===== config.mk =====
export PLATFORM = sky130hd
export DESIGN_NAME = blca_ram
export DESIGN_NICKNAME = d
export VERILOG_FILES = /design/src/rtl/core/blca_ram.sv
export SDC_FILE = /design/constraint.sdc
export NUM_CORES = 1
export LEC_CHECK = 0
export ABC_AREA = 1
export BUFFER_PORTS_ARGS = -buffer_cell sky130_fd_sc_hd__buf_2
export CAP_MARGIN = 20
export CORE_ASPECT_RATIO = 0.5
export CORE_MARGIN = 1.5
export CORE_UTILIZATION = 65
export CTS_BUF_LIST = sky130_fd_sc_hd__clkbuf_16
export CTS_CLUSTER_SIZE = 30
export DETAILED_ROUTE_END_ITERATION = 8
export PLACE_DENSITY = 0.84
export SLEW_MARGIN = 0
export SYNTH_ARGS = -nofsm -noshare
export SYNTH_HDL_FRONTEND = slang
export SYNTH_SLANG_ARGS = --single-unit

===== constraint.sdc =====
create_clock -name clk -period 2.81 [get_ports clk]
set_clock_uncertainty 0.05 [all_clocks]
set_input_delay 0.281 -clock clk [delete_from_list [all_inputs] [get_ports clk]]
set_output_delay 0.281 -clock clk [all_outputs]
set_load 0.01 [all_outputs]

===== src/rtl/core/blca_ram.sv =====
// Generic synchronous RAM: one write port, two read ports, registered read data.
// Read during write at the same address returns the old contents.
// No dependencies.
module blca_ram #(
    parameter int WIDTH = 8,
    parameter int DEPTH = 16
) (
    input  logic                     clk,
    input  logic                     we,
    input  logic [$clog2(DEPTH)-1:0] waddr,
    input  logic [WIDTH-1:0]         wdata,
    input  logic [$clog2(DEPTH)-1:0] raddr0,
    input  logic [$clog2(DEPTH)-1:0] raddr1,
    output logic [WIDTH-1:0]         rdata0,
    output logic [WIDTH-1:0]         rdata1
);

    logic [WIDTH-1:0] mem [DEPTH];

    always_ff @(posedge clk)
    begin
        if (we)
        begin
            mem[waddr] <= wdata;
        end
        rdata0 <= mem[raddr0];
        rdata1 <= mem[raddr1];
    end

endmodule


Word-level counts from Yosys, hierarchy flattened
Memories as Yosys holds them, arrays and structs flattened. A register that Yosys moved wholly into a read port is not among the register bits.
Cells that the tools add are included.
{"block": "totals", "register_bits": 0, "latch_bits": 0, "mem_bits_rw": 128, "romBits": 0, "input_bits": 22, "output_inout_bits": 16, "word_cells": 3, "memories": 1}
{"block": "classes", "n_addsub": 0, "mul": 0, "n_div": 0, "magnitude_cmp": 0, "eq_ne": 0, "shift": 0, "n_mux": 2, "bitwise": 0, "reduce_logical": 0}
{"name": "mem", "depth": 16, "word_bits": 8, "read_ports": 2, "rd_clocked_by_memory_dff": 2, "wr": 1, "line_no": "18", "source": "logic [WIDTH-1:0] mem [DEPTH];"}
{"operator": "1-bit two-way mux", "n": 2}

Logic depth before layout (Yosys ltp)
{"block": "depth", "depth_word": 2, "depth_mapped": 7, "depth_no_buf": 6}

Least setup slack after synthesis
No wires, ideal clock.
{"block": "synth_timing", "path_type": "input -> register", "start": "input waddr[2]", "end": "memory mem[10][0], enable pin", "setup_time_ns": 0.370, "arrival_ns": 0.862, "required_ns": 2.390, "path_slack_ns": 1.528, "cell_stages": 2, "n_path_buf": 0, "cell_sequence": "nand3b_1 -> nor2_1"}
{"item": "start: declaration", "line_no": "10", "source": "input logic [$clog2(DEPTH)-1:0] waddr,"}
{"item": "end: declaration", "line_no": "18"}
Straight into the memory's write port.

==> results.py <==
metrics = {
    "run_status": {
        "status": "complete, but fails checks",
        "violations": "design-rule violations",
    },
    "synthesis": {
        "ys_types": 13,
        "syn_nets": 873,
        "ys_warn_count": 0,
        "syn_area_mm2": 0.00726,
        "yosysSeqAreaShare": 0.574,
        "synth.avg_cell_area_um2": 8.53,
        "synthMuxAreaShare": 0,
        "synth_compound_area_frac": 0,
        "synth_top_area_frac": 0.529,
        "synth-simple-area-share": 0.309,
        "synth-xor-area-share": 0,
        "synthTopCellsByArea": "edfxtp_1, nand3_1, nand2_1, inv_1, dfxtp_1",
        "synth-seq-cells": 144,
        "synthAdderAreaFrac": 0,
        "yosys.area.top_type": "edfxtp_1",
        "syn_inst": 851,
        "synth_top_family_by_area": "simple AND/OR/NAND/NOR gates",
    },
    "critical_path": {
        "path_class": "input pin to flop",
        "cp.arrival_ns": 1.74,
        "slowest_delay_ns": 0.52,
        "critical_path.max_fanout": 17,
        "worstSetupEndpointType": "flop",
        "cp_top_family": "buffers and inverters",
        "startpoint_type": "input pin",
        "path_buf_inv": 2,
        "cp_common_cell": "nand3_1",
        "path_cells": "buf_2 -> inv_1 -> nand3_1 -> nand3_1 -> nand2_1",
        "slowest_stage": "inv_1",
        "critPathRequiredTime_ns": 3.12,
    },
    "sta": {
        "timing.fmax_mhz": 703,
        "rsz0062_at_grt": "false",
        "fin_hold_ws_ns": 0.200,
        "setup_ws_ns": 1.39,
        "min_period_ns": 1.42,
        "hold_viol": 0,
        "tns_ns": 0,
        "tightest_slew_ns": 1.04,
        "layout_worst_path_cycle_share": 0.506,
        "setup_viol": 0,
        "slew_headroom": 0.303,
        "slew_violations": 0,
    },
    "finish": {
        "fillers": 756,
        "fin_nets": 903,
        "final_util": 0.736,
        "layout-drive-gt1-share": 0.0996,
        "syn_to_final_growth_pct": 10.9,
        "diodes": 0,
    },
    "die": {
        "initial_utilization": 0.663,
        "placementRows": 27,
        "core_mm2": 0.0109,
        "io-pin-count": 38,
        "die-area_mm2": 0.0119,
        "die_w_um": 152,
        "die_h_um": 77.7,
    },
    "clocking": {
        "numClockSinks": 144,
        "cts_tree": "built",
        "cts-root-buf": "clkbuf_16",
        "cts_setup_buffers": 0,
        "cts_max_level": 4,
        "cts_hold_buf": 0,
        "cts_buffers": 17,
        "cts_buffer_depth": 2,
        "cts_resized": 0,
        "clock_latency_ns": 0.42,
        "path_clk_slew_ns": 0.06,
    },
    "power": {
        "p_per_area_mw_per_mm2": 637,
        "vdd_drop_max_mv": 0.416,
        "leakage_uw": 0.00370,
    },
    "routing": {
        "first_iter_violations": 1087,
        "wire_per_inst_um": 19.3,
        "routed_wl_um": 20000,
        "detail_route.drc_violations": 1,
        "viasPerCell": 6.05,
        "firstDrtPassIters": 9,
        "vias": 6286,
        "drtAntennaViolNets": 0,
    },
    "place": {
        "place.gp.congestion": 0.953,
        "port_buffers": 37,
        "post-dp-hpwl_um": 12200,
        "post-place-ws_ns": 1.04,
    },
    "worst_hold_path": {
        "hold_path_class": "input pin to flop",
    },
    "grt": {
        "grt_max_degree": 65,
        "grt_pass1_vias": 5814,
        "antenna_found_initial": 0,
        "grt_util_all_layers": 0.344,
        "grt-ovfl-total": 0,
        "grt_first_pass_wirelength_um": 30500,
    },
    "job": {
        "maxCapViolations": 0,
    },
}
==> worst reg2reg max path, delay by kind of cell (launching register included) <==
family / cells / cell delay, ns
AND/OR/NAND/NOR: 5 / 0.57
buffers and inverters: 1 / 0.09
flip-flops: 1 / 0.37
==> per-stage QoR <==
stage	instances	power (uW)	instance area (um^2)
5_1_grt	1039	5240	8050
4_1_cts	1039	5100	8050
6_report	1039	5130	8050
2_1_floorplan	851	2770	7260
3_5_place_dp	1007	2920	7470
3_3_place_gp	1007	2910	7470
==> logic make-up (layout without fill, tap and decap cells) <==
family,count (synthesis),count (layout)
simple gates,521,521
buf+inv,186,229
flops,144,144
==> path summary, 6_finish.rpt <==
path / from / endpoint / slack (ns) / cells past startpoint
worst max-delay path: raddr0[2] / rdata0[6] / 1.39 / 5
worst min-delay path: wdata[7] / mem[10][7] / 0.20 / 1
worst max register to register: mem[1][6] / rdata0[6] / 1.61 / 6
worst min register to register: mem[14][4] / rdata0[4] / 0.65 / 6
==> synthesized netlist by cell type <==
cell type	instances
buf_4	4
inv_1	134
edfxtp_1	128
buf_1	1
nand2_1	277
nand3b_1	2
nand3_1	225
dfxtp_1	16
inv_2	4
buf_2	26
clkbuf_1	3
nor2_1	17
buf_6	14
==> report_power, final <==
part / leakage, uW / internal (uW) / switching, uW / total (uW)
clock network: 0.000293 / 1370 / 854 / 2230
registers: 0.00129 / 2390 / 21.4 / 2420
logic: 0.00212 / 141 / 347 / 488
==> cell type report <==
type / count / area (um^2) / share of cell area
tap: 145 / 181 / 0.0225
clock buffer: 17 / 425 / 0.0528
multi-input combinational: 521 / 2240 / 0.279
clock inverter: 15 / 155 / 0.0193
timing repair buffer: 59 / 363 / 0.0451
inverter: 138 / 518 / 0.0643
sequential: 144 / 4160 / 0.517
==> cell usage in the layout, fill, tap and decap left out <==
cell / count
nand2_1: 277
dfxtp_1: 16
nor2_1: 17
inv_2: 4
nand3b_1: 2
clkinv_4: 2
clkbuf_16: 17
bufinv_16: 3
inv_1: 138
edfxtp_1: 128
clkinv_2: 2
buf_12: 1
clkinv_1: 2
buf_2: 37
nand3_1: 225
clkinvlp_4: 2
buf_4: 21
==> registers in the layout (all words and copies together), names as in the netlist <==
| name | count |
|---|---|
| rdata1 | 8 |
| mem | 128 |
| rdata0 | 8 |
==> per-layer routing <==
layer,global-route usage,vias to the layer above,routed length (um)
met4,0.169,0,839
met2,0.515,563,8630
li1,-,2801,-
met3,0.0911,102,3040
met5,0,-,0
met1,0.471,2820,7530
Power figures use the tool's default switching activity.
