**config.mk**
```make
export PLATFORM = sky130hd
export DESIGN_NAME = blca_out_reg_flat
export DESIGN_NICKNAME = d
export VERILOG_FILES = /design/src/rtl/core/blca_pkg.sv /design/src/rtl/core/blca_rsp_if.sv /design/src/rtl/core/blca_out_reg.sv /design/src/flat_wrapper.sv
export SDC_FILE = /design/constraint.sdc
export NUM_CORES = 1
export LEC_CHECK = 0
export BUFFER_PORTS_ARGS = -buffer_cell sky130_fd_sc_hd__buf_2
export CAP_MARGIN = 20
export CORE_AREA = 2 2 39 41
export CTS_BUF_LIST = sky130_fd_sc_hd__clkbuf_2 sky130_fd_sc_hd__clkbuf_4 sky130_fd_sc_hd__clkbuf_8
export DETAILED_ROUTE_END_ITERATION = 10
export DIE_AREA = 0 0 41 43
export PLACE_DENSITY = 0.77
export SETUP_SLACK_MARGIN = 0.5
export SKIP_CTS_REPAIR_TIMING = 1
export SYNTH_ARGS = -nofsm -noshare
export SYNTH_HDL_FRONTEND = slang
export SYNTH_SLANG_ARGS = --single-unit
```
**constraint.sdc**
```tcl
create_clock -name clk -period 3.45 [get_ports clk]
set_clock_uncertainty 0.05 [all_clocks]
set_input_delay 0.1725 -clock clk [delete_from_list [all_inputs] [get_ports clk]]
set_output_delay 0.1725 -clock clk [all_outputs]
set_load 0.005 [all_outputs]
```
**src/rtl/core/blca_pkg.sv**
```systemverilog
// Shared types and constants for the binary-lifting lowest common ancestor unit.
// Holds the node reference entry, request kinds and sequencer states.
// No dependencies.
package blca_pkg;

    // Node index and height widths are fixed by the request format
    localparam int NODE_W    = 10;
    localparam int DEPTH_W   = 10;
    localparam int HEIGHT_W  = 10;
    localparam int MAX_NODES = 1 << NODE_W;

    // Ancestor entry or result: a node index plus a "none" mark
    typedef struct packed {
        logic              none;
        logic [NODE_W-1:0] node;
    } node_ref_t;

    localparam node_ref_t REF_NONE = '{none: 1'b1, node: '0};

    // Request kinds; code 3 is unused and dropped
    typedef enum logic [1:0] {
        REQ_INSERT = 2'd0,
        REQ_LCA    = 2'd1,
        REQ_KTH    = 2'd2
    } req_kind_t;

    // Sequencer states
    typedef enum logic [3:0] {
        ST_IDLE,
        ST_INS_DEPTH,
        ST_INS_WR,
        ST_INS_RD,
        ST_LCA_DEPTH,
        ST_CLIMB,
        ST_CLIMB_WAIT,
        ST_DESC,
        ST_FINAL,
        ST_RESP
    } seq_state_t;

endpackage

```
**src/rtl/core/blca_rsp_if.sv**
```systemverilog
// Result channel of the lowest common ancestor unit: valid/ready plus payload.
// Depends on blca_pkg.
interface blca_rsp_if;
    logic                         valid;
    logic                         ready;
    logic [blca_pkg::NODE_W-1:0]  result_node;
    logic                         result_none;

    modport source (output valid, result_node, result_none, input ready);
    modport sink   (input valid, result_node, result_none, output ready);
endinterface

```
**src/rtl/core/blca_out_reg.sv**
```systemverilog
// Output register of the result channel: holds one finished result so the
// sequencer can take the next request while it waits.
// Depends on blca_pkg and blca_rsp_if.
module blca_out_reg (
    input  logic                clk,
    input  logic                rst_n,
    input  logic                in_valid,
    output logic                in_ready,
    input  blca_pkg::node_ref_t in_data,
    blca_rsp_if.source          rsp
);
    import blca_pkg::*;

    logic              valid_reg, valid_next;
    logic [NODE_W-1:0] node_reg, node_next;
    logic              none_reg, none_next;
    logic              load;

    assign in_ready = !valid_reg || rsp.ready;
    assign load     = in_valid && in_ready;

    // Next values; a missing node reads as zero
    always_comb
    begin
        valid_next = valid_reg;
        node_next  = node_reg;
        none_next  = none_reg;
        if (load)
        begin
            valid_next = 1'b1;
            node_next  = in_data.none ? '0 : in_data.node;
            none_next  = in_data.none;
        end
        else if (rsp.ready)
        begin
            valid_next = 1'b0;
        end
    end

    always_ff @(posedge clk or negedge rst_n)
    begin
        if (!rst_n)
        begin
            valid_reg <= 1'b0;
        end
        else
        begin
            valid_reg <= valid_next;
        end
    end

    always_ff @(posedge clk)
    begin
        node_reg <= node_next;
        none_reg <= none_next;
    end

    assign rsp.valid       = valid_reg;
    assign rsp.result_node = node_reg;
    assign rsp.result_none = none_reg;

endmodule

```
**src/flat_wrapper.sv**
```systemverilog
// flat-port wrapper written by rule: the top's interface ports become plain ports
module blca_out_reg_flat import blca_pkg::*;
  (clk, rst_n, in_valid, in_ready, in_data, rsp_valid, rsp_result_node, rsp_result_none, rsp_ready);
  blca_rsp_if rsp_i ();
  input  logic clk;
  input  logic rst_n;
  input  logic in_valid;
  output logic in_ready;
  input  blca_pkg::node_ref_t in_data;
  output wire logic [$bits(rsp_i.valid)-1:0] rsp_valid;
  output wire logic [$bits(rsp_i.result_node)-1:0] rsp_result_node;
  output wire logic [$bits(rsp_i.result_none)-1:0] rsp_result_none;
  input wire logic [$bits(rsp_i.ready)-1:0] rsp_ready;
  assign rsp_valid = rsp_i.valid;
  assign rsp_result_node = rsp_i.result_node;
  assign rsp_result_none = rsp_i.result_none;
  assign rsp_i.ready = rsp_ready;
  blca_out_reg u_core (.clk(clk), .rst_n(rst_n), .in_valid(in_valid), .in_ready(in_ready), .in_data(in_data), .rsp(rsp_i));
endmodule
```
# == After elaboration in Yosys (flattened, before gate mapping) ==
# Index checks and enable logic that the tools add are counted.
# totals
ff_bits,12
in_bits,15
out_inout_bits,13
wordCells,9
# classes
n_reduce_logical,4
mux,2
# op_table
operator,count
2-to-1 mux 1 bit,2
nonzero test 2 bit,1
logical AND 1 bit,1
logical NOT 1 bit,1
logical OR 1 bit,1

# == Logic depth before layout (Yosys ltp) ==
# Gate-level depths: netlist of run 1.
# logic_depth
ltp_word,4
depth_mapped,2
depth_no_buf,2

# == Worst setup path after synthesis of run 1 ==
# Ideal clock, no wire load.
# synth_timing
path_kind,flip-flop to flip-flop
startpoint,"register u_core.valid_reg, in the netlist u_core.rsp.valid"
endpoint,"register u_core.node_reg[0], in the netlist u_core.rsp.result_node[0] (enable)"
synth_period_minus_slack_ns,1.224
path_slack_ns,2.226
arrival_time_ns,0.825
path_buffers,0
path_stages_with_launch,3
required_time_ns,3.051
path_cell_list,dfrtp_1 nand2b_4 and2_1
# synth_between
elab_chain_len,3
# synth_lines
item,line,source
"start, declared",blca_out_reg.sv:14,"logic valid_reg, valid_next;"
"start signal, assigned",blca_out_reg.sv:48,valid_reg <= valid_next;
logical NOT 1 bit,blca_out_reg.sv:19,assign in_ready = !valid_reg || rsp.ready;
logical OR 1 bit,blca_out_reg.sv:19,
net in_ready,flat_wrapper.sv:8,output logic in_ready;
logical AND 1 bit,blca_out_reg.sv:20,assign load = in_valid && in_ready;
net u_core.load,blca_out_reg.sv:17,logic load;
"end signal, assigned",blca_out_reg.sv:54,node_reg <= node_next;
"end, declared",blca_out_reg.sv:15,"logic [NODE_W-1:0] node_reg, node_next;"
# The timed path passes the listed nets, and every way through them passes these cells.
# A chain may end at the register's enable or synchronous reset.

# == Final worst setup path of run 1 ==
# layout_timing
startpoint,"register u_core.valid_reg, in the netlist u_core.rsp.valid"
endpoint,"register u_core.node_reg[5], in the netlist u_core.rsp.result_node[5] (enable)"
# layout_between
elab_chain_len,3
# layout_lines
item,line
logical NOT 1 bit,blca_out_reg.sv:19
logical OR 1 bit,blca_out_reg.sv:19
logical AND 1 bit,blca_out_reg.sv:20
net u_core.load,blca_out_reg.sv:17
# The timed path passes the listed nets, and every way through them passes these cells.

==> results of run 1 <==
-- worst max-delay path, delay by kind of cell, from the launching register on --
kind,cells,cell delay [ns]
AND/OR/NAND/NOR,2,0.50
flip-flops,1,0.40
-- final timing paths --
check	start	slack [ns]	endpoint	cells after the start
worst max-delay path	u_core.rsp.valid	2.15	u_core.rsp.result_node[5]	2
worst min-delay path	in_valid	0.07	u_core.rsp.valid	2
worst max register to register	u_core.rsp.valid	2.15	u_core.rsp.result_node[5]	2
worst min register to register	u_core.rsp.valid	0.49	u_core.rsp.valid	2
max in group asynchronous	rst_n	3.10	u_core.rsp.valid	2
min in group asynchronous	rst_n	0.17	u_core.rsp.valid	2
-- placed cells by master, fill, tap and decap left out --
master	Yosys	layout
edfxtp_1	11	11
buf_2	0	27
dlygate4sd3_1	0	1
clkbuf_4	0	4
nand2b_1	1	1
nor2b_1	10	10
nand2b_4	1	1
and2_1	1	1
dfrtp_1	1	1
-- layer usage --
layer	vias to the layer above	track usage, %	wire, um
li1	151	-	-
met1	130	13.2	316
met2	25	15.3	343
met3	0	5.76	117
met4	0	4.00	0
met5	-	0	0
-- area by class of cell --
class / instances / area, um2 / share of cell area (%)
clock buffers: 4 / 30.0 / 4.70
well taps: 16 / 20.0 / 3.13
flip-flops and latches: 12 / 355 / 55.6
multi-input cells: 13 / 88.8 / 13.9
repair buffers: 28 / 145 / 22.7
-- cells in the mapped netlist --
cell type	count	area (um2)
and2_1	1	6.26
dfrtp_1	1	25.0
edfxtp_1	11	330
nand2b_1	1	6.26
nand2b_4	1	13.8
nor2b_1	10	62.6
-- per-stage QoR --
stage | instance area, um2 | worst slack, ns | power, W | std cells
after floorplan | 444 | 2.23 | 0.000185 | 25
after global placement | 599 | 2.19 | 0.000202 | 68
after detailed placement | 599 | 2.14 | 0.000204 | 68
after CTS | 629 | 2.13 | 0.000300 | 72
after global routing | 639 | 2.07 | 0.000313 | 73
final | 639 | 2.15 | 0.000295 | 73
-- logic make-up (layout without fill, tap and decap cells) --
logic type / after synthesis / in the layout / synth area share, %
buf+inv: 0 / 32 / 0
flops: 12 / 12 / 80.0
simple gates: 13 / 13 / 20.0
-- power breakdown --
group          leakage (nW)  switching (W)  internal, W
Clock                0.0184      0.0000423    0.0000525
Sequential            0.118     0.00000235     0.000169
Combinational         0.147      0.0000129    0.0000165
Total                 0.284      0.0000576     0.000238
==> flow_summary_export.csv, run 1 <==
group,metric,value,unit
floorplan,initial_utilization,32.1,%
worst_setup_path,crit_fanout,11,
detailed_routing,routed_wl,777,um
timing,max_slew_margin,68.8,%
cts,htree_levels,1,
global_route,grt_overflow_total,0,
cts,insertion_delay,0.26,ns
timing,setup_tns,0,ns
timing,post-route-period-util,37.8,%
global_route,grt_max_degree,12,
floorplan,core_area,1380,um2
outcome,status,"complete, no violations",
global_route,antenna_found_initial,0,
layout,nets,73,
cts,cts_tree,"done",
cts,cts_root_buf,"clkbuf_4",
worst_setup_path,crit_arrival,1.16,ns
floorplan,die_w,41,um
placement,gp_congestion,0.635,
synth,yosysWarningCount,0,
timing,whs,0.0688,ns
timing,slew_viol_final,0,
cts,numCtsBuffers,3,
timing,worstMarginPinSlew,0.467,ns
detailed_routing,viasPerCell,4.19,
global_route,grt_pass1_wl,1230,um
detailed_routing,dr.pass1.iters,2,
floorplan,io_pins,28,
worst_setup_path,max_stage_delay,0.42,ns
power,peakVddDrop,0.234,mV
worst_setup_path,slowest_stage,"and2_1",
synth,synth_fp_nets,40,
synth,synth_area,444,um2
layout,drive_gt1_share,56.1,%
cts,cts.path.max_buffers,2,
power,p_leak,0.284,nW
timing,rsz0062_at_grt,"false",
synth,avgSynthCellArea,17.8,um2
worst_setup_path,critPathKind,"reg -> reg",
floorplan,rows,14,
global_route,grt_usage,10.7,%
layout,nFillCells,122,
timing,hold_violations,0,
detailed_routing,drcViolationCount,0,
timing,setup_viol,0,
worst_setup_path,crit_path_end_kind,"flip-flop",
cts,clkTransAtPathRegs,0.07,ns
synth,yosysSeqAreaShare,80.0,%
layout,largest_reg_flops,10,
worst_setup_path,path_cells,"nand2b_4 > and2_1",
floorplan,die-area,1760,um2
synth,syn-instance-count,25,
layout,syn_to_final_growth,43.9,%
detailed_routing,detail_route.wl_per_cell,10.6,um
flow_run,drv_cap,0,
detailed_routing,postRouteAntennaNets,0,
synth,synth_cell_types,6,
detailed_routing,first_iter_violations,5,
cts,cts.sink_count,12,
power,power_density,462,nW/um2
synth,ys_ff_latch,12,
detailed_routing,vias,306,
worst_setup_path,crit_path_start_kind,"flip-flop",
global_route,grt_pass1_vias,313,
placement,port-buffer-count,27,
min_path,holdCritPathClass,"in -> reg",
worst_setup_path,required,3.31,ns
floorplan,dieHeight,43,um
layout,diodes,0,
timing,finalCriticalPeriod,1.30,ns
timing,fmax,767,MHz
layout,post-route-util,46.2,%
Note: power is estimated with default switching activity, not from simulation.
==> run 2: changes to the inputs <==
clock period = 1.3 ns   (was 3.45 ns; I/O delays follow)
==> flow_summary_export.csv, run 2 (same netlist as run 1, synthesis figures left out) <==
group,metric,value,unit
timing,whs,0.0310,ns
detailed_routing,first_iter_violations,0,
worst_setup_path,critPathKind,"reg -> reg",
cts,cts.path.max_buffers,2,
power,peakVddDrop,0.507,mV
cts,clkTransAtPathRegs,0.08,ns
floorplan,initial_utilization,32.1,%
timing,finalCriticalPeriod,1.03,ns
timing,fmax,967,MHz
power,intPower,0.000668,W
layout,final_cell_mix,"buf_2 (27), edfxtp_1 (11), nor2b_1 (10)",
layout,nFillCells,128,
worst_setup_path,slowest_stage,"dfrtp_1",
worst_setup_path,required,1.23,ns
timing,post-route-period-util,79.6,%
global_route,grt_pass1_vias,283,
layout,largest_reg_flops,10,
layout,syn_to_final_growth,50.1,%
detailed_routing,drcViolationCount,0,
global_route,grt_overflow_total,0,
detailed_routing,dr.pass1.iters,1,
worst_setup_path,crit_fanout,6,
worst_setup_path,path_cells,"nand2b_4 > and2_4",
worst_setup_path,crit_arrival,0.96,ns
layout,final_area,667,um2
cts,cts_tree,"done",
layout,diodes,0,
floorplan,io_pins,28,
detailed_routing,routed_wl,885,um
layout,drive_gt1_share,57.6,%
floorplan,die_w,41,um
cts,insertion_delay,0.27,ns
layout,multi_input_area,100,um2
outcome,status,"complete, no violations",
worst_setup_path,max_stage_delay,0.41,ns
worst_setup_path,crit_path_end_kind,"flip-flop",
timing,worstMarginPinSlew,0.191,ns
floorplan,dieHeight,43,um
detailed_routing,viasPerCell,4.15,
detailed_routing,detail_route.wl_per_cell,11.8,um
power,p_clk_share,34.9,%
placement,place_inst,68,
global_route,grt_max_degree,12,
power,p_sw_share,19.7,%
global_route,grt_pass1_wl,1240,um
placement,gp_congestion,0.672,
timing,rsz0062_at_grt,"true",
timing,slew_viol_final,0,
global_route,grt_usage,11.5,%
timing,max_slew_margin,87.3,%
layout,nets,75,
floorplan,core_area,1380,um2
timing,setup_tns,0,ns
floorplan,die-area,1760,um2
min_path,holdCritPathClass,"in -> async",
placement,post_dp_cell_area,602,um2
cts,cts.sink_count,12,
worst_setup_path,crit_path_start_kind,"flip-flop",
cts,numCtsBuffers,3,
layout,final_common_cell,"buf_2",
timing,hold_violations,0,
timing,setup_viol,0,
power,seqPwrFrac,54.6,%
power,p_leak,0.298,nW
layout,ff_latch_area,355,um2
layout,instances_no_fill,75,
power,power_density,1250,nW/um2
detailed_routing,vias,311,
power,p_comb_share,10.5,%
cts,htree_levels,1,
placement,port-buffer-count,27,
detailed_routing,postRouteAntennaNets,0,
cts,cts_root_buf,"clkbuf_4",
floorplan,rows,14,
global_route,antenna_found_initial,0,
layout,post-route-util,48.2,%
flow_run,drv_cap,0,
power,netSwitchingPower,0.000164,W
-- run 2: cell count changes in the layout (fill, tap and decap cells not counted) --
| cell | change |
|---|---|
| and2_4 | +2 |
| and2_1 | -1 |
| clkbuf_4 | -1 |
| clkbuf_8 | +1 |
| dlygate4sd3_1 | +1 |
-- run 2: per-stage QoR --
step / setup slack, ns / power, W
after floorplan: 0.264 / 0.000492
after global placement: 0.269 / 0.000540
after detailed placement: 0.243 / 0.000543
after CTS: 0.225 / 0.000839
after global routing: 0.243 / 0.000875
final: 0.266 / 0.000832
-- run 2: worst paths after layout --
path	start	slack [ns]	endpoint	cells after the start
worst max-delay path	u_core.rsp.valid	0.27	u_core.rsp.result_node[6]	2
worst min-delay path	rst_n	0.03	u_core.rsp.valid	2
worst max register to register	u_core.rsp.valid	0.27	u_core.rsp.result_node[6]	2
worst min register to register	u_core.rsp.valid	0.51	u_core.rsp.valid	2
max in group asynchronous	rst_n	1.08	u_core.rsp.valid	2
min in group clk	rsp_ready	0.03	u_core.rsp.valid	3
-- run 2: power by group through the flow --
stage	logic [W]	clock network (W)	registers, W
after floorplan	0.0000254	0	0.000467
after detailed placement	0.0000799	0	0.000463
after global routing	0.0000997	0.000319	0.000457
after CTS	0.0000800	0.000305	0.000455
after global placement	0.0000781	0	0.000462
final	0.0000877	0.000290	0.000454
-- run 2: final cells by class --
| class | count | share of cell area (%) |
|---|---|---|
| Sequential cell | 12 | 53.3 |
| Clock buffer | 4 | 5.44 |
| Tap cell | 16 | 3.00 |
| Multi-Input combinational cell | 14 | 15.0 |
| Timing Repair Buffer | 29 | 23.3 |
-- run 2: critical path, delay by kind of cell, from the launching register on --
family	cells	cell delay (ns)
AND/OR/NAND/NOR	2	0.28
flip-flops	1	0.41
-- run 2: layer usage --
layer,GRT usage (%),vias to the layer above,wire [um]
met3,5.24,2,122
met1,16.0,126,432
met4,10.0,0,11
li1,-,155,-
met5,0,-,0
met2,12.8,28,318
