[src/rtl/core/blca_pkg.sv]
// Shared types and constants for the binary-lifting lowest common ancestor unit.
// Holds the node reference entry, request kinds and sequencer states.
// No dependencies.
package blca_pkg;

    // Node index and height widths are fixed by the request format
    localparam int NODE_W    = 10;
    localparam int DEPTH_W   = 10;
    localparam int HEIGHT_W  = 10;
    localparam int MAX_NODES = 1 << NODE_W;

    // Ancestor entry or result: a node index plus a "none" mark
    typedef struct packed {
        logic              none;
        logic [NODE_W-1:0] node;
    } node_ref_t;

    localparam node_ref_t REF_NONE = '{none: 1'b1, node: '0};

    // Request kinds; code 3 is unused and dropped
    typedef enum logic [1:0] {
        REQ_INSERT = 2'd0,
        REQ_LCA    = 2'd1,
        REQ_KTH    = 2'd2
    } req_kind_t;

    // Sequencer states
    typedef enum logic [3:0] {
        ST_IDLE,
        ST_INS_DEPTH,
        ST_INS_WR,
        ST_INS_RD,
        ST_LCA_DEPTH,
        ST_CLIMB,
        ST_CLIMB_WAIT,
        ST_DESC,
        ST_FINAL,
        ST_RESP
    } seq_state_t;

endpackage

[src/rtl/core/blca_req_if.sv]
// Request channel of the lowest common ancestor unit: valid/ready plus payload.
// Depends on blca_pkg.
interface blca_req_if;
    logic                           valid;
    logic                           ready;
    logic [1:0]                     req_type;
    logic [blca_pkg::NODE_W-1:0]    node_a;
    logic [blca_pkg::NODE_W-1:0]    node_b;
    logic                           is_root;
    logic [blca_pkg::HEIGHT_W-1:0]  lift_height;

    modport source (output valid, req_type, node_a, node_b, is_root, lift_height,
                    input ready);
    modport sink   (input valid, req_type, node_a, node_b, is_root, lift_height,
                    output ready);
endinterface

[src/rtl/core/blca_seq.sv]
// Request sequencer: runs inserts, k-th ancestor climbs and common ancestor
// searches as read-modify-write steps on the depth and ancestor memories.
// Depends on blca_pkg and blca_req_if.
module blca_seq #(
    parameter int LEVELS = 11
) (
    input  logic                                        clk,
    input  logic                                        rst_n,
    blca_req_if.sink                                    req,
    // depth memory
    output logic                                        dep_we,
    output logic [blca_pkg::NODE_W-1:0]                 dep_waddr,
    output logic [blca_pkg::DEPTH_W-1:0]                dep_wdata,
    output logic [blca_pkg::NODE_W-1:0]                 dep_raddr0,
    output logic [blca_pkg::NODE_W-1:0]                 dep_raddr1,
    input  logic [blca_pkg::DEPTH_W-1:0]                dep_rdata0,
    input  logic [blca_pkg::DEPTH_W-1:0]                dep_rdata1,
    // ancestor memory, addressed by {node, level}
    output logic                                        anc_we,
    output logic [blca_pkg::NODE_W+$clog2(LEVELS)-1:0]  anc_waddr,
    output blca_pkg::node_ref_t                         anc_wdata,
    output logic [blca_pkg::NODE_W+$clog2(LEVELS)-1:0]  anc_raddr0,
    output logic [blca_pkg::NODE_W+$clog2(LEVELS)-1:0]  anc_raddr1,
    input  blca_pkg::node_ref_t                         anc_rdata0,
    input  blca_pkg::node_ref_t                         anc_rdata1,
    // result handoff
    output logic                                        res_valid,
    input  logic                                        res_ready,
    output blca_pkg::node_ref_t                         res_data
);
    import blca_pkg::*;

    localparam int LVL_W  = $clog2(LEVELS);
    localparam int CL_MAX = (LEVELS > HEIGHT_W) ? LEVELS : HEIGHT_W;
    localparam int CL_W   = $clog2(CL_MAX + 1);
    localparam logic [CL_W-1:0]  LVL_TOP = CL_W'(LEVELS - 1);
    localparam logic [CL_W-1:0]  LVL_LIM = CL_W'(LEVELS);
    localparam logic [LVL_W-1:0] LVL_TOP_A = LVL_W'(LEVELS - 1);

    seq_state_t            state_reg, state_next;
    logic [NODE_W-1:0]     n_reg, n_next;
    node_ref_t             x_reg, x_next;
    logic [NODE_W-1:0]     y_reg, y_next;
    logic [HEIGHT_W-1:0]   h_reg, h_next;
    logic [CL_W-1:0]       lvl_reg, lvl_next;
    logic                  lca_reg, lca_next;
    logic                  fwd_reg, fwd_next;
    node_ref_t             res_reg, res_next;

    req_kind_t             kind;
    logic                  climb_done;
    logic                  desc_step;
    logic [NODE_W-1:0]     x_desc;
    logic [NODE_W-1:0]     y_desc;
    logic [LVL_W-1:0]      lvl_a;
    logic [LVL_W-1:0]      lvl_dn_a;

    // Shared decode
    assign kind       = req_kind_t'(req.req_type);
    assign climb_done = (h_reg == '0) || x_reg.none;
    assign lvl_a      = lvl_reg[LVL_W-1:0];
    assign lvl_dn_a   = (lvl_reg == '0) ? '0 : lvl_a - 1'b1;

    // Descent step: move both nodes up only when the entries differ and both exist
    assign desc_step = (anc_rdata0 != anc_rdata1) && !anc_rdata0.none && !anc_rdata1.none;
    assign x_desc    = desc_step ? anc_rdata0.node : x_reg.node;
    assign y_desc    = desc_step ? anc_rdata1.node : y_reg;

    // Next state
    always_comb
    begin
        state_next = state_reg;
        unique case (state_reg)
            ST_IDLE:
            begin
                if (req.valid)
                begin
                    unique case (kind)
                        REQ_INSERT: state_next = req.is_root ? ST_INS_WR : ST_INS_DEPTH;
                        REQ_LCA:    state_next = ST_LCA_DEPTH;
                        REQ_KTH:    state_next = ST_CLIMB;
                        default:    state_next = ST_IDLE;
                    endcase
                end
            end
            ST_INS_DEPTH:  state_next = ST_INS_WR;
            ST_INS_WR:
            begin
                priority if (lvl_reg == LVL_TOP) state_next = ST_IDLE;
                else if (x_reg.none)             state_next = ST_INS_WR;
                else                             state_next = ST_INS_RD;
            end
            ST_INS_RD:     state_next = ST_INS_WR;
            ST_LCA_DEPTH:  state_next = ST_CLIMB;
            ST_CLIMB:
            begin
                if (climb_done)
                begin
                    if (!lca_reg || x_reg.none || (x_reg.node == y_reg))
                        state_next = ST_RESP;
                    else
                        state_next = ST_DESC;
                end
                else if (h_reg[0] && (lvl_reg < LVL_LIM))
                begin
                    state_next = ST_CLIMB_WAIT;
                end
            end
            ST_CLIMB_WAIT: state_next = ST_CLIMB;
            ST_DESC:       state_next = (lvl_reg == '0) ? ST_FINAL : ST_DESC;
            ST_FINAL:      state_next = ST_RESP;
            ST_RESP:       state_next = res_ready ? ST_IDLE : ST_RESP;
            default:       state_next = ST_IDLE;
        endcase
    end

    // Working register updates
    always_comb
    begin
        n_next   = n_reg;
        x_next   = x_reg;
        y_next   = y_reg;
        h_next   = h_reg;
        lvl_next = lvl_reg;
        lca_next = lca_reg;
        fwd_next = fwd_reg;
        res_next = res_reg;
        unique case (state_reg)
            ST_IDLE:
            begin
                n_next   = req.node_a;
                y_next   = req.node_b;
                h_next   = req.lift_height;
                lvl_next = '0;
                lca_next = (kind == REQ_LCA);
                if (kind == REQ_INSERT)
                    x_next = req.is_root ? REF_NONE : node_ref_t'{none: 1'b0, node: req.node_b};
                else
                    x_next = '{none: 1'b0, node: req.node_a};
            end
            ST_INS_WR:
            begin
                if (lvl_reg != LVL_TOP)
                    lvl_next = lvl_reg + 1'b1;
                // entry being written is the one read next: bypass it
                fwd_next = (x_reg.node == n_reg);
            end
            ST_INS_RD:
            begin
                x_next = fwd_reg ? x_reg : anc_rdata0;
            end
            ST_LCA_DEPTH:
            begin
                // climb the deeper node; ties keep the first node
                if (dep_rdata0 < dep_rdata1)
                begin
                    x_next = '{none: 1'b0, node: y_reg};
                    y_next = x_reg.node;
                    h_next = dep_rdata1 - dep_rdata0;
                end
                else
                begin
                    h_next = dep_rdata0 - dep_rdata1;
                end
            end
            ST_CLIMB:
            begin
                if (climb_done)
                begin
                    res_next = x_reg;
                    lvl_next = LVL_TOP;
                end
                else
                begin
                    h_next   = h_reg >> 1;
                    lvl_next = lvl_reg + 1'b1;
                    if (h_reg[0] && (lvl_reg >= LVL_LIM))
                        x_next = REF_NONE;
                end
            end
            ST_CLIMB_WAIT:
            begin
                x_next = anc_rdata0;
            end
            ST_DESC:
            begin
                x_next = '{none: 1'b0, node: x_desc};
                y_next = y_desc;
                if (lvl_reg != '0)
                    lvl_next = lvl_reg - 1'b1;
            end
            ST_FINAL:
            begin
                res_next = anc_rdata0;
            end
            default:
            begin
            end
        endcase
    end

    // Memory ports, handshakes
    always_comb
    begin
        req.ready  = 1'b0;
        res_valid  = 1'b0;
        dep_we     = 1'b0;
        dep_waddr  = n_reg;
        dep_wdata  = '0;
        dep_raddr0 = req.node_a;
        dep_raddr1 = req.node_b;
        anc_we     = 1'b0;
        anc_waddr  = {n_reg, lvl_a};
        anc_wdata  = x_reg;
        anc_raddr0 = {x_reg.node, lvl_a};
        anc_raddr1 = {y_reg, lvl_a};
        unique case (state_reg)
            ST_IDLE:
            begin
                req.ready = 1'b1;
                if (kind == REQ_INSERT)
                    dep_raddr0 = req.node_b;
                // a root gets depth 0 right away
                if (req.valid && (kind == REQ_INSERT) && req.is_root)
                begin
                    dep_we    = 1'b1;
                    dep_waddr = req.node_a;
                end
            end
            ST_INS_DEPTH:
            begin
                dep_we    = 1'b1;
                dep_wdata = (&dep_rdata0) ? dep_rdata0 : dep_rdata0 + 1'b1;
            end
            ST_INS_WR:
            begin
                anc_we = 1'b1;
            end
            ST_CLIMB:
            begin
                if (climb_done)
                begin
                    anc_raddr0 = {x_reg.node, LVL_TOP_A};
                    anc_raddr1 = {y_reg, LVL_TOP_A};
                end
            end
            ST_DESC:
            begin
                anc_raddr0 = {x_desc, lvl_dn_a};
                anc_raddr1 = {y_desc, lvl_dn_a};
            end
            ST_RESP:
            begin
                res_valid = 1'b1;
            end
            default:
            begin
            end
        endcase
    end

    assign res_data = res_reg;

    // Control registers
    always_ff @(posedge clk or negedge rst_n)
    begin
        if (!rst_n)
        begin
            state_reg <= ST_IDLE;
        end
        else
        begin
            state_reg <= state_next;
        end
    end

    // Working registers
    always_ff @(posedge clk)
    begin
        n_reg   <= n_next;
        x_reg   <= x_next;
        y_reg   <= y_next;
        h_reg   <= h_next;
        lvl_reg <= lvl_next;
        lca_reg <= lca_next;
        fwd_reg <= fwd_next;
        res_reg <= res_next;
    end

endmodule

[src/flat_wrapper.sv]
// flat-port wrapper written by rule: the top's interface ports become plain ports
module blca_seq_flat import blca_pkg::*;
#(
    parameter int LEVELS = 11
)
  (clk, rst_n, dep_we, dep_waddr, dep_wdata, dep_raddr0, dep_raddr1, dep_rdata0, dep_rdata1, anc_we, anc_waddr, anc_wdata, anc_raddr0, anc_raddr1, anc_rdata0, anc_rdata1, res_valid, res_ready, res_data, req_valid, req_req_type, req_node_a, req_node_b, req_is_root, req_lift_height, req_ready);
  blca_req_if req_i ();
  input  logic clk;
  input  logic rst_n;
  output logic dep_we;
  output logic [blca_pkg::NODE_W-1:0] dep_waddr;
  output logic [blca_pkg::DEPTH_W-1:0] dep_wdata;
  output logic [blca_pkg::NODE_W-1:0] dep_raddr0;
  output logic [blca_pkg::NODE_W-1:0] dep_raddr1;
  input  logic [blca_pkg::DEPTH_W-1:0] dep_rdata0;
  input  logic [blca_pkg::DEPTH_W-1:0] dep_rdata1;
  output logic anc_we;
  output logic [blca_pkg::NODE_W+$clog2(LEVELS)-1:0] anc_waddr;
  output blca_pkg::node_ref_t anc_wdata;
  output logic [blca_pkg::NODE_W+$clog2(LEVELS)-1:0] anc_raddr0;
  output logic [blca_pkg::NODE_W+$clog2(LEVELS)-1:0] anc_raddr1;
  input  blca_pkg::node_ref_t anc_rdata0;
  input  blca_pkg::node_ref_t anc_rdata1;
  output logic res_valid;
  input  logic res_ready;
  output blca_pkg::node_ref_t res_data;
  input wire logic [$bits(req_i.valid)-1:0] req_valid;
  input wire logic [$bits(req_i.req_type)-1:0] req_req_type;
  input wire logic [$bits(req_i.node_a)-1:0] req_node_a;
  input wire logic [$bits(req_i.node_b)-1:0] req_node_b;
  input wire logic [$bits(req_i.is_root)-1:0] req_is_root;
  input wire logic [$bits(req_i.lift_height)-1:0] req_lift_height;
  output wire logic [$bits(req_i.ready)-1:0] req_ready;
  assign req_i.valid = req_valid;
  assign req_i.req_type = req_req_type;
  assign req_i.node_a = req_node_a;
  assign req_i.node_b = req_node_b;
  assign req_i.is_root = req_is_root;
  assign req_i.lift_height = req_lift_height;
  assign req_ready = req_i.ready;
  blca_seq #(.LEVELS(LEVELS)) u_core (.clk(clk), .rst_n(rst_n), .req(req_i), .dep_we(dep_we), .dep_waddr(dep_waddr), .dep_wdata(dep_wdata), .dep_raddr0(dep_raddr0), .dep_raddr1(dep_raddr1), .dep_rdata0(dep_rdata0), .dep_rdata1(dep_rdata1), .anc_we(anc_we), .anc_waddr(anc_waddr), .anc_wdata(anc_wdata), .anc_raddr0(anc_raddr0), .anc_raddr1(anc_raddr1), .anc_rdata0(anc_rdata0), .anc_rdata1(anc_rdata1), .res_valid(res_valid), .res_ready(res_ready), .res_data(res_data));
endmodule
[config.mk]
export PLATFORM = sky130hd
export DESIGN_NAME = blca_seq_flat
export DESIGN_NICKNAME = d
export VERILOG_FILES = /design/src/rtl/core/blca_pkg.sv /design/src/rtl/core/blca_req_if.sv /design/src/rtl/core/blca_seq.sv /design/src/flat_wrapper.sv
export SDC_FILE = /design/constraint.sdc
export NUM_CORES = 1
export LEC_CHECK = 0
export BUFFER_PORTS_ARGS = -buffer_cell sky130_fd_sc_hd__buf_4
export CAP_MARGIN = 10
export CORE_MARGIN = 5
export CORE_UTILIZATION = 35
export DETAILED_ROUTE_END_ITERATION = 10
export GPL_TIMING_DRIVEN = 0
export HOLD_SLACK_MARGIN = 0.1
export SLEW_MARGIN = 20
export SYNTH_ARGS = -nofsm -noshare
export SYNTH_HDL_FRONTEND = slang
export SYNTH_SLANG_ARGS = --single-unit
[constraint.sdc]
create_clock -name clk -period 2.9 [get_ports clk]
set_input_delay 0.145 -clock clk [delete_from_list [all_inputs] [get_ports clk]]
set_output_delay 0.145 -clock clk [all_outputs]
set_load 0.005 [all_outputs]
Word-level counts from Yosys, hierarchy flattened. Index checks and enable logic that the tools add are counted. W data, S select, Z words.

Word-level logic and storage cells: 122. Output and inout bits: 108. Input bits: 79. Bits in registers: 62.

$add $sub $neg: 5. Multiplexer cells: 47. $lt $le $gt $ge: 3. Reduce and logical (&&, ||, !) cells: 31. Eq/ne operators: 25.

Operator list (number): $mux W10 (11); $mux W11 (7); $pmux W11 S6 (1); $pmux W10 S3 (2); $pmux W14 S2 (2); $mux W4 (13); $pmux W4 S8 (1); $pmux W11 S2 (1); $eq A10 B10 Y1 (2); $sub A10 B10 Y10 (2); $eq A4 B3 Y1 const B (4); $pmux W4 S4 (1); $eq A4 B4 Y1 const B (3); $pmux W4 S3 (1); $ne A11 B11 Y1 (1); $add A10 B1 Y10 const B (1); $logic_not A10 Y1 (1); $lt A10 B10 Y1 (1); $ne A2 B1 Y1 const B (5); $reduce_and A10 Y1 (1); $eq A4 B2 Y1 const B (2); $logic_not A4 Y1 (2); $reduce_and A2 Y1 (4); $reduce_bool A4 Y1 (2); other kinds (23) (40).

Depth between registers and ports, before layout. Gate-level depths: netlist (run 1).

Depth in word-level cells: 6. Mapped depth: 11. Gate-level depth less buffers: 10.

Worst setup path after synthesis (run 1). OpenSTA, ideal clock, no wires.

Path type: input-to-reg. Start: input dep_rdata0[0] in the netlist's numbering. End: register u_core.y_reg[0] (enable). Data required time: 2.524 ns. Path slack: 0.388 ns. Setup time: 0.376 ns. Stages on the path: 10. Data arrival time: 2.135 ns. Cells stage by stage: inv_1 ha_1 inv_1 fa_1 a21o_1 a211oi_2 o21bai_2 a211oi_1 a31oi_1 nor2_1.

Cells in the longest elaborated chain, start to end: 3.

Ends and longest elaborated chain: start: declaration (RTL line flat_wrapper.sv:15) `input logic [blca_pkg::DEPTH_W-1:0] dep_rdata0;`; $lt A10 B10 Y1 (RTL line blca_seq.sv:155) `if (dep_rdata0 < dep_rdata1)`; $ne A2 B1 Y1 (no line); $reduce_and A2 Y1 (no line); end signal: assignment (RTL line blca_seq.sv:282) `y_reg <= y_next;`; end: declaration (RTL line blca_seq.sv:43) `logic [NODE_W-1:0] y_reg, y_next;`.

No other way between the ends. A chain may end at the register's enable or synchronous reset.

Final worst setup path (run 1).
Start: register u_core.state_reg[3]. End: output anc_raddr1[3] in the netlist's numbering.

Cells in the longest elaborated chain, start to end: 2. Elaborated cells on any way between the ends: 3. Those cells by class: eq/ne: 2; mux: 1.

Ends and longest elaborated chain: start: declaration (RTL line blca_seq.sv:40) `seq_state_t state_reg, state_next;`; start signal: assignment (RTL line blca_seq.sv:273) `state_reg <= state_next;`; $eq A4 B3 Y1 (RTL line blca_seq.sv:217) `unique case (state_reg)`; $pmux W14 S2 (*) (RTL line blca_seq.sv:217); end: declaration (RTL line flat_wrapper.sv:21) `output logic [blca_pkg::NODE_W+$clog2(LEVELS)-1:0] anc_raddr1;`.

Mark *: on every way between the ends. The rest lies on a longest branch, timed or not.

==> Flow_metrics.wiki, run 1 <==
{| class="wikitable"
! Metric !! Value
|-
| Clock latency on the worst-skew pair || 0.34 ns
|-
| Setup Crit Path Kind || flop to output pin
|-
| Overall routed net length || 20300 um
|-
| Type of the most critical hold path || input pin to flop
|-
| Number of violations reported at the end of detailed-routing iteration 0 || 428
|-
| Area share of the largest cell type after synthesis || between 30% and 40%
|-
| Count of endpoints failing setup in the final report || 0
|-
| Maximum net fanout on the critical path || 10
|-
| Peak clock frequency supported by timing || 365 MHz
|-
| Critical path launch point type || flop
|-
| Wire length of the first global-routing pass || 31800 um
|-
| Number of hold violations in the final report || 0
|-
| Post-synthesis async set-or-reset flop share || 6.45%
|-
| Synth-to-layout area growth || 36.7%
|-
| Run status || finished, final reports clean
|-
| Number of H-tree levels || 3
|-
| Commonest register cell after synthesis || edfxtp_1
|-
| Routed via count || 5617
|-
| Filler-free cell count of the finished design || between 1000 and 1500
|-
| Crit path setup slack, layout || 0.162 ns
|-
| Total design power || 7.22 mW
|-
| Area taken by multi-input logic gates || 3520 sq um
|-
| Share of cells above drive strength 1 || 34.4%
|-
| FF/Latch Area || 1840 sq um
|-
| Worst endpoint required time || about 2.8 ns
|-
| HPWL after DPL || roughly 16000 um
|-
| Instance count after placement with tap cells included || between 1000 and 1500
|-
| Placement-stage worst setup slack || -0.298 ns
|-
| Number of synthesized flops with an enable pin || 58
|-
| Full die area || 19100 sq um
|-
| Most frequent cells in the layout || 201 x buf_4, 58 x edfxtp_1, 53 x o21ai_0
|-
| Number of flip-flops and latches in the synthesized netlist || 62
|-
| Mapped Area || 5750 sq um
|-
| Detailed-routing iteration count for the pre-antenna-repair pass || 5
|-
| Synthesized netlist net count || about 730
|-
| Signal arrival time at the worst endpoint || about 2.6 ns
|-
| P per Cell Area || 920 nW/um^2
|-
| Leading area contributor after synthesis || edfxtp_1
|-
| Post-placement cell area || 7410 sq um
|-
| Count of antenna-violating nets left after detailed routing || 0
|-
| Mapped Avg Cell Area || 9.25 sq um
|-
| Vias per cell || approximately 5.3
|-
| CTS root buf || clkbuf_16
|-
| Final Slew Violations || 0
|-
| Max-cap violations || 0
|-
| Pin count of the biggest net entering global routing || 12
|-
| Port Buffer Count || 185
|-
| Clock tree from TritonCTS || yes
|-
| Normalized max-slew margin || 37.6%
|-
| Most common cell after layout, fill and taps aside || buf_4
|-
| Final design area excluding fillers || 7850 sq um
|-
| Gate Count Post-Synth || around 620
|-
| Num Clock Sinks || 62
|-
| Floorplan core area || 16000 sq um
|-
| Buffer depth of the longest clock path || 2
|-
| Synth cell types || 57
|-
| DRC violations left || 0
|-
| Layout Nets || 942
|-
| Leading post-synthesis cells by cell area || edfxtp_1 30%, mux2_2 6.3%, ha_1 5.9%
|-
| Placer's final routability congestion estimate || ~0.91
|-
| Share of the yosys chip area belonging to registers || 32.1%
|-
| Post-route fraction of the period consumed by the critical path || 94.4%
|-
| Hold Slack || about 0.11 ns
|-
| Worst IR drop on VDD || roughly 390 uV
|-
| Endpoint kind of the worst setup timing path || output pin
|-
| Total gr overflow || 0
|-
| FP Rows || 46
|-
| Die height || 138 um
|-
| Diode count || 0
|-
| Actual slew at the worst max-slew pin || between 0.9 and 1 ns
|-
| Setup slack of the worst register-to-register path || 0.21 ns
|-
| Filler cell count in the final layout || 1582
|-
| Clock skew after layout || 0.00981 ns
|-
| Clock buffer count from CTS || 9
|-
| Number of global-route vias before repair || 5793
|-
| Minimum clock period || 2.74 ns
|-
| Clock edge transition at the registers on the reported setup and hold paths || 0.05 ns
|-
| Routed len/inst || 19.3 um
|-
| Global-route usage over all layers || 20.2%
|-
| Initial cell density of the core || between 30% and 40%
|-
| Synth warnings || 0
|-
| Static leakage || 3.46 nW
|-
| Width of the die || 138 um
|-
| Boundary Pins || 187
|-
| Number of antenna violations at the first check in global routing || 0
|-
| Share of the core filled with cells || approximately 49%
|-
| Final total negative setup slack || 0 ns
|-
| RSZ-0062 raised after global routing || false
|}
[Yosys cell counts (4+ instances only)]
library cell	number
o21a_1	6
o21bai_1	4
a21oi_1	37
o2bb2ai_1	4
a221oi_1	8
nand4_1	12
nand3_1	11
a211oi_1	5
or2_2	4
o211ai_1	5
buf_4	14
buf_2	8
nor4_1	8
clkbuf_1	26
nor3_1	6
inv_1	32
mux2_4	20
xor2_1	10
ha_1	27
nand2_1	42
nand2b_1	6
a21o_1	5
o21ai_0	53
xnor2_1	32
edfxtp_1	58
nor2_1	41
o22ai_1	9
mux2i_1	27
mux2_2	32
a22oi_1	18
dfrtp_1	4
and3_1	5
[critical path, cell delays in order, from the launching register on]
cell and delay, ns:
dfrtp_1 0.36, clkbuf_1 0.23, nor2b_1 0.16, clkbuf_1 0.27
and3_1 0.20, buf_1 0.25, and3_1 0.23, mux2i_1 0.18
nand2_1 0.10, buf_4 0.16, buf_4 0.12
[metal layers]
| metal | vias up | part of all wire [%] | global-route usage, % |
|---|---|---|---|
| met5 | - | 0 | 0 |
| met4 | 0 | 1.6 | 6.24 |
| met3 | 20 | 6.8 | 4.34 |
| met2 | 231 | 48 | 34.7 |
| met1 | 2653 | 43 | 25.5 |
| li1 | 2713 | - | - |
[where the power goes]
group	internal (mW)	switching, mW	total (mW)
combinational	1.98	2.11	4.09
clock	0.575	0.394	0.969
sequential	1.65	0.513	2.16
total	4.21	3.02	7.22
[final timing paths]
kind                       depth (start not counted)             endpoint                start
max                                               10        anc_raddr1[3]  u_core.state_reg[3]
min                                                3      u_core.h_reg[6]   req_lift_height[6]
max reg2reg                                        6      u_core.lvl_a[3]  u_core.state_reg[3]
min reg2reg                                        2      u_core.h_reg[6]      u_core.h_reg[7]
max in group asynchronous                          2  u_core.state_reg[0]                rst_n
min in group asynchronous                          2  u_core.state_reg[1]                rst_n
[cell families after synthesis]
family	Yosys count	share of synthesized area, %
mux	79	16.2
fa+ha+maj	29	6.58
flops	62	32.1
simple gates	148	12.2
compound gates	176	19.6
buf+inv	85	6.90
xor+xnor	42	6.40
[area by class of cell]
type	instances	share of cell area (%)
tap	216	3.44
timing repair buffer	202	19.8
clock buffer	12	3.01
buffer	53	3.55
inverter	32	1.58
sequential	62	23.5
clock inverter	4	0.303
multi-input combinational	474	44.9
[what timing repair did]
item                                    CTS  global route
gates resized for setup                   2             5
hold endpoints to repair                 18             0
endpoints found under the setup margin   19            36
hold buffers                             15             0
buffers inserted                          2             0
(Power assumes the default switching activity.)
==> inputs of run 2 (changes only) <==
--- a/config.mk
+++ b/config.mk
@@ -7,6 +7,7 @@
 export LEC_CHECK = 0
 export BUFFER_PORTS_ARGS = -buffer_cell sky130_fd_sc_hd__buf_4
 export CAP_MARGIN = 10
+export CORE_ASPECT_RATIO = 0.7
 export CORE_MARGIN = 5
 export CORE_UTILIZATION = 35
 export DETAILED_ROUTE_END_ITERATION = 10
==> run 2 against run 1 <==
  * First-iteration DRC count rose by 57%
  * Critical path depth shrank 4
  * Via count is 3.8% higher
  * Non-clock buffer count down 2
  * Clock-buffer cell count is 3 lower
  * Clock skew up 0.00096 ns
  * Global-route usage up 2.0 points
  * Sequential share of layout area is 0.14 points lower
  * Worst setup slack lost 0.0090 ns
  * Register-to-register slack lost 0.06 ns
  * Largest cell class unchanged
==> Flow_metrics.wiki, run 2 (same netlist as run 1, synthesis figures left out) <==
{| class="wikitable"
! Metric !! Value
|-
| Total design power || 7.54 mW
|-
| Number of violations reported at the end of detailed-routing iteration 0 || 673
|-
| Clock skew after layout || roughly 0.011 ns
|-
| Clock tree from TritonCTS || yes
|-
| Share of cells above drive strength 1 || 35.5%
|-
| Die height || 117 um
|-
| Full die area || between 15000 and 20000 sq um
|-
| CP startpoint || u_core.state_reg[3]
|-
| Worst endpoint required time || 2.96 ns
|-
| Destination of the critical timing path || u_core.y_reg[1]
|-
| Final Slew Violations || 0
|-
| Most common cell after layout, fill and taps aside || buf_4
|-
| Vias per cell || 5.49
|-
| Clock edge transition at the registers on the reported setup and hold paths || 0.06 ns
|-
| Normalized max-slew margin || roughly a third
|-
| Endpoint kind of the worst setup timing path || flop
|-
| Overall routed net length || ~22000 um
|-
| Static leakage || 3.48 nW
|-
| Post-route fraction of the period consumed by the critical path || a little over nine tenths
|-
| Layout Nets || 940
|-
| Initial cell density of the core || 35.5%
|-
| Standard cell with the maximum stage delay on the critical path || nor3_1
|-
| Setup Crit Path Kind || flop to flop
|-
| Placer's final routability congestion estimate || 0.924
|-
| Synth-to-layout area growth || 37.5%
|-
| Instance count after placement with tap cells included || 1032
|-
| Final design area excluding fillers || 7900 sq um
|-
| Type of the most critical hold path || input pin to flop
|-
| Clock latency on the worst-skew pair || 0.34 ns
|-
| Number of global-route vias before repair || about 5700
|-
| Buffer depth of the longest clock path || 2
|-
| Maximum net fanout on the critical path || 10
|-
| Worst-path cell chain || clkbuf_1, nand2b_1, nor3_1, nor2_1, a22oi_1, o21ai_0
|-
| Width of the die || 163 um
|-
| Detailed-routing iteration count for the pre-antenna-repair pass || 5
|-
| CTS root buf || clkbuf_16
|-
| RR Endpoint || u_core.y_reg[1]
|-
| Routed len/inst || 20.4 um
|-
| Number of antenna violations at the first check in global routing || 0
|-
| Number of hold violations in the final report || 0
|-
| Critical path launch point type || flop
|-
| Global-route usage over all layers || 22.3%
|-
| Max-cap violations || 0
|-
| Post-placement cell area || 7430 sq um
|-
| RSZ-0062 raised after global routing || true
|-
| Most frequent cells in the layout || 202 x buf_4, 58 x edfxtp_1, 52 x o21ai_0
|-
| Pin count of the biggest net entering global routing || 14
|-
| Floorplan core area || 16200 sq um
|-
| Critical path depth in cells || 6
|-
| Number of H-tree levels || 3
|-
| Peak clock frequency supported by timing || approximately 360 MHz
|-
| Count of endpoints failing setup in the final report || 0
|-
| Worst IR drop on VDD || ~340 uV
|-
| Routed via count || 5833
|-
| Depth of the most critical reg-to-reg path || 6
|-
| Critical path buffer and inverter count || 1
|-
| Num Clock Sinks || 62
|-
| Slowest Stage Delay on Critical Path || 0.77 ns
|-
| DRC violations left || 0
|-
| Signal arrival time at the worst endpoint || between 2 and 3 ns
|-
| FP Rows || 39
|-
| Boundary Pins || 187
|-
| Clock buffer count from CTS || 9
|-
| Startpoint of the most critical register-to-register path || u_core.state_reg[3]
|-
| Filler-free cell count of the finished design || between 1000 and 1500
|-
| CP delay by family, top || simple AND/OR/NAND/NOR gates
|-
| Count of antenna-violating nets left after detailed routing || 0
|-
| HPWL after DPL || 16600 um
|-
| Port Buffer Count || roughly 190
|-
| Minimum clock period || about 2.7 ns
|-
| Wire length of the first global-routing pass || 32900 um
|-
| Actual slew at the worst max-slew pin || just under 1 ns
|-
| P per Cell Area || between 900 and 1000 nW/um^2
|-
| Run status || finished, final reports clean
|-
| Hold Slack || between 0.09 and 0.1 ns
|-
| Setup slack of the worst register-to-register path || 0.15 ns
|-
| Diode count || 0
|-
| Total gr overflow || 0
|}
-- run 2: cell types whose count changed in the layout (fill, tap and decap cells not counted), sizes merged --
| cell | change |
|---|---|
| buf | +2 |
| bufinv | +1 |
| clkbuf | -5 |
| clkinv | -1 |
| clkinvlp | +2 |
| dlygate4sd3 | -2 |
| inv | +1 |
-- run 2: repair_timing --
| item | 4_1_cts | 5_1_grt |
|---|---|---|
| hold buffers | 13 | 0 |
| endpoints found under the setup margin | 56 | 59 |
| hold endpoints to repair | 16 | 0 |
| pin swaps | 0 | 0 |
| gates resized for setup | 7 | 9 |
| buffers inserted | 2 | 0 |
| gates cloned | 0 | 0 |
-- run 2: worst min-delay path by stage --
stage,start,end,cells after the start
after floorplan,rst_n,u_core.state_reg[0],0
after detailed placement,rst_n,u_core.state_reg[3],1
after global routing,req_lift_height[7],u_core.h_reg[7],3
after global placement,rst_n,u_core.state_reg[3],1
final,req_lift_height[0],u_core.h_reg[0],3
after CTS,req_lift_height[0],u_core.h_reg[0],3
-- run 2: routing by layer --
| layer | share of wire (%) | track usage (%) | up-vias |
|---|---|---|---|
| li1 | - | - | 2704 |
| met1 | 48 | 34.3 | 2796 |
| met2 | 40 | 30.1 | 310 |
| met3 | 11 | 6.58 | 23 |
| met4 | 1.2 | 5.14 | 0 |
| met5 | 0 | 0 | - |
-- run 2: area by class of cell --
cell class,instances,area [sq um]
sequential,62,1840
inverter,32,124
timing repair buffer,201,1540
buffer,52,280
multi-input combinational,474,3530
tap,225,282
clock inverter,7,72.6
clock buffer,9,225
fill,1604,8300
-- run 2: through the flow --
| stage | TNS (ns) | util [%] | setup slack (ns) |
|---|---|---|---|
| floorplan | 0 | - | 0.388 |
| global placement | -5.28 | 45.8 | -0.309 |
| detailed placement | -5.19 | 45.9 | -0.333 |
| CTS | 0 | 48.7 | 0.0380 |
| global route | -0.116 | 48.7 | -0.110 |
| finish | 0 | 48.7 | 0.153 |
-- run 2: tightest hold or removal path, stage by stage --
cell and delay [ns]:
buf_4 0.08, nand2_1 0.03, o21ai_0 0.06
-- run 2: where the power goes --
part	switching [mW]	internal, mW	leakage [nW]	total (mW)
Sequential	0.497	1.65	0.607	2.14
Clock	0.452	0.667	0.142	1.12
Combinational	2.28	2.00	2.73	4.28
==> inputs of run 3 (changes only) <==
--- a/config.mk
+++ b/config.mk
@@ -7,13 +7,13 @@
 export LEC_CHECK = 0
 export BUFFER_PORTS_ARGS = -buffer_cell sky130_fd_sc_hd__buf_4
 export CAP_MARGIN = 10
-export CORE_ASPECT_RATIO = 0.7
+export CORE_ASPECT_RATIO = 1.25
 export CORE_MARGIN = 5
 export CORE_UTILIZATION = 35
 export DETAILED_ROUTE_END_ITERATION = 10
 export GPL_TIMING_DRIVEN = 0
 export HOLD_SLACK_MARGIN = 0.1
-export SLEW_MARGIN = 20
+export SLEW_MARGIN = 25
 export SYNTH_ARGS = -nofsm -noshare
 export SYNTH_HDL_FRONTEND = slang
 export SYNTH_SLANG_ARGS = --single-unit
==> run 3 against run 2 <==
  * Clock skew is 0.0010 ns lower
  * Sequential cell count did not move
  * Hold slack better by 0.015 ns
  * Fmax rose by 2.5%
  * Final cell count fell by 0.94%
  * Cell area decreased by 0.22%
  * Clock-buffer cell count increased by 2
  * Die area is 0.13% lower
  * Register-to-register slack better by 0.13 ns
==> Flow_metrics.wiki, run 3 (same netlist as run 1, synthesis figures left out) <==
{| class="wikitable"
! Metric !! Value
|-
| Run status || finished, final reports clean
|-
| DRC violations left || 0
|-
| Placer's final routability congestion estimate || 0.916
|-
| Depth of the most critical reg-to-reg path || 5
|-
| Overall routed net length || 19900 um
|-
| Floorplan core area || ~16000 sq um
|-
| Count of antenna-violating nets left after detailed routing || 0
|-
| Die height || 153 um
|-
| Port Buffer Count || between 150 and 200
|-
| Signal arrival time at the worst endpoint || about 2.5 ns
|-
| Post-placement cell area || between 7000 and 8000 sq um
|-
| Most frequent cells in the layout || 202 x buf_4, 58 x edfxtp_1, 53 x o21ai_0
|-
| Critical path launch point type || flop
|-
| Setup Crit Path Kind || flop to output pin
|-
| RSZ-0062 raised after global routing || false
|-
| Actual slew at the worst max-slew pin || 0.965 ns
|-
| Post-route fraction of the period consumed by the critical path || 92.4%
|-
| Width of the die || 125 um
|-
| Buffer depth of the longest clock path || 2
|-
| Routed len/inst || 18.9 um
|-
| Filler-free cell count of the finished design || 1052
|-
| Worst endpoint required time || approximately 2.8 ns
|-
| Startpoint of the most critical register-to-register path || u_core.state_reg[3]
|-
| P per Cell Area || 935 nW/um^2
|-
| Clock latency on the worst-skew pair || 0.33 ns
|-
| Peak clock frequency supported by timing || approximately 370 MHz
|-
| Number of global-route vias before repair || ~5700
|-
| Type of the most critical hold path || input pin to flop
|-
| CTS root buf || clkbuf_16
|-
| FP Rows || 52
|-
| Pin count of the biggest net entering global routing || 12
|-
| Maximum net fanout on the critical path || 10
|-
| Detailed-routing iteration count for the pre-antenna-repair pass || 5
|-
| RR Endpoint || u_core.lvl_a[1]
|-
| Endpoint kind of the worst setup timing path || output pin
|-
| Number of violations reported at the end of detailed-routing iteration 0 || ~350
|-
| Number of antenna violations at the first check in global routing || 0
|-
| Clock buffer count from CTS || 9
|-
| Static leakage || approximately 3.5 nW
|-
| Diode count || 0
|-
| Most common cell after layout, fill and taps aside || buf_4
|-
| Number of H-tree levels || 3
|-
| Worst IR drop on VDD || 380 uV
|-
| Wire length of the first global-routing pass || approximately 31000 um
|-
| Global-route usage over all layers || 19.9%
|-
| Worst Hold Endpoint || u_core.h_reg[0]
|-
| Setup slack of the worst register-to-register path || 0.28 ns
|-
| Share of cells above drive strength 1 || 34.7%
|-
| Num Clock Sinks || 62
|-
| Initial cell density of the core || 35.6%
|-
| Max-cap violations || 0
|-
| Final design area excluding fillers || 7880 sq um
|-
| Count of endpoints failing setup in the final report || 0
|-
| Instance count after placement with tap cells included || 1023
|-
| Clock tree from TritonCTS || yes
|-
| Final Slew Violations || 0
|-
| Clock skew after layout || around 0.0097 ns
|-
| Vias per cell || 5.37
|-
| Normalized max-slew margin || 35.2%
|-
| Synth-to-layout area growth || 37.2%
|-
| Full die area || 19100 sq um
|-
| HPWL after DPL || ~16000 um
|-
| Minimum clock period || 2.68 ns
|-
| Number of hold violations in the final report || 0
|-
| Clock edge transition at the registers on the reported setup and hold paths || 0.05 ns
|-
| Number of stages on the worst hold path || 3
|-
| Layout Nets || 940
|-
| Boundary Pins || around 190
|-
| Routed via count || 5647
|-
| Startpoint of the lowest-slack hold path || req_lift_height[0]
|-
| Total gr overflow || 0
|}
==> run 3: metrics by stage <==
stage | worst slack, ns | util [%] | power [mW] | TNS (ns) | hold slack (ns)
finish | 0.221 | 48.8 | 7.37 | 0 | 0.110
global route | 0.0819 | 48.8 | 7.82 | 0 | 0.114
CTS | 0.0835 | 48.7 | 7.34 | 0 | 0.103
detailed placement | -0.261 | 46.0 | 6.15 | -2.60 | -0.0569
global placement | -0.171 | 45.9 | 6.06 | -1.70 | -0.0574
floorplan | 0.388 | - | 4.37 | 0 | -0.151
==> run 3: metal layers <==
layer / GRT usage (%) / wire length [um] / vias to the layer above
met3: 4.22 / 1490 / 32
met2: 35.3 / 9970 / 248
met1: 24.1 / 8000 / 2674
met5: 0 / 0 / -
met4: 5.90 / 411 / 0
li1: - / - / 2693
==> run 3: worst max-delay path by stage <==
stage | from | endpoint | slack, ns | cells after the start
after floorplan | dep_rdata0[0] | u_core.y_reg[0] | 0.39 | 10
after global placement | dep_rdata0[0] | u_core.y_reg[6] | -0.17 | 11
after detailed placement | dep_rdata0[0] | u_core.y_reg[6] | -0.26 | 11
after CTS | dep_rdata0[0] | u_core.y_reg[7] | 0.08 | 11
after global routing | u_core.state_reg[2] | anc_raddr1[3] | 0.08 | 10
final | u_core.state_reg[3] | anc_raddr0[8] | 0.22 | 7
==> run 3: repair_timing <==
action | in CTS | in global routing
gates cloned | 0 | 0
gates resized for setup | 2 | 4
buffers inserted | 2 | 0
setup endpoints to repair | 26 | 32
hold buffers | 12 | 1
hold endpoints to repair | 15 | 1
==> run 3: cell type report <==
class,instances,area [sq um]
clock inverters,4,72.6
fillers,1566,8260
well taps,216,270
plain buffers,52,275
flip-flops and latches,62,1840
repair buffers,201,1540
clock buffers,11,233
inverters,32,124
multi-input cells,474,3520
==> run 3: power by group <==
part           internal [mW]  total, mW  leakage [nW]  switching (mW)
clock                  0.746       1.13         0.146           0.389
combinational           1.99       4.07          2.72            2.08
sequential              1.65       2.16         0.607           0.516
total                   4.38       7.37          3.47            2.99
==> run 3: critical path, stage by stage, from the launching register on <==
cell and delay [ns]:
dfrtp_1 0.52, nor2b_1 0.16, clkbuf_1 0.30, nand3_2 0.26, or2_1 0.34, buf_6 0.17
mux2_4 0.31, buf_4 0.14
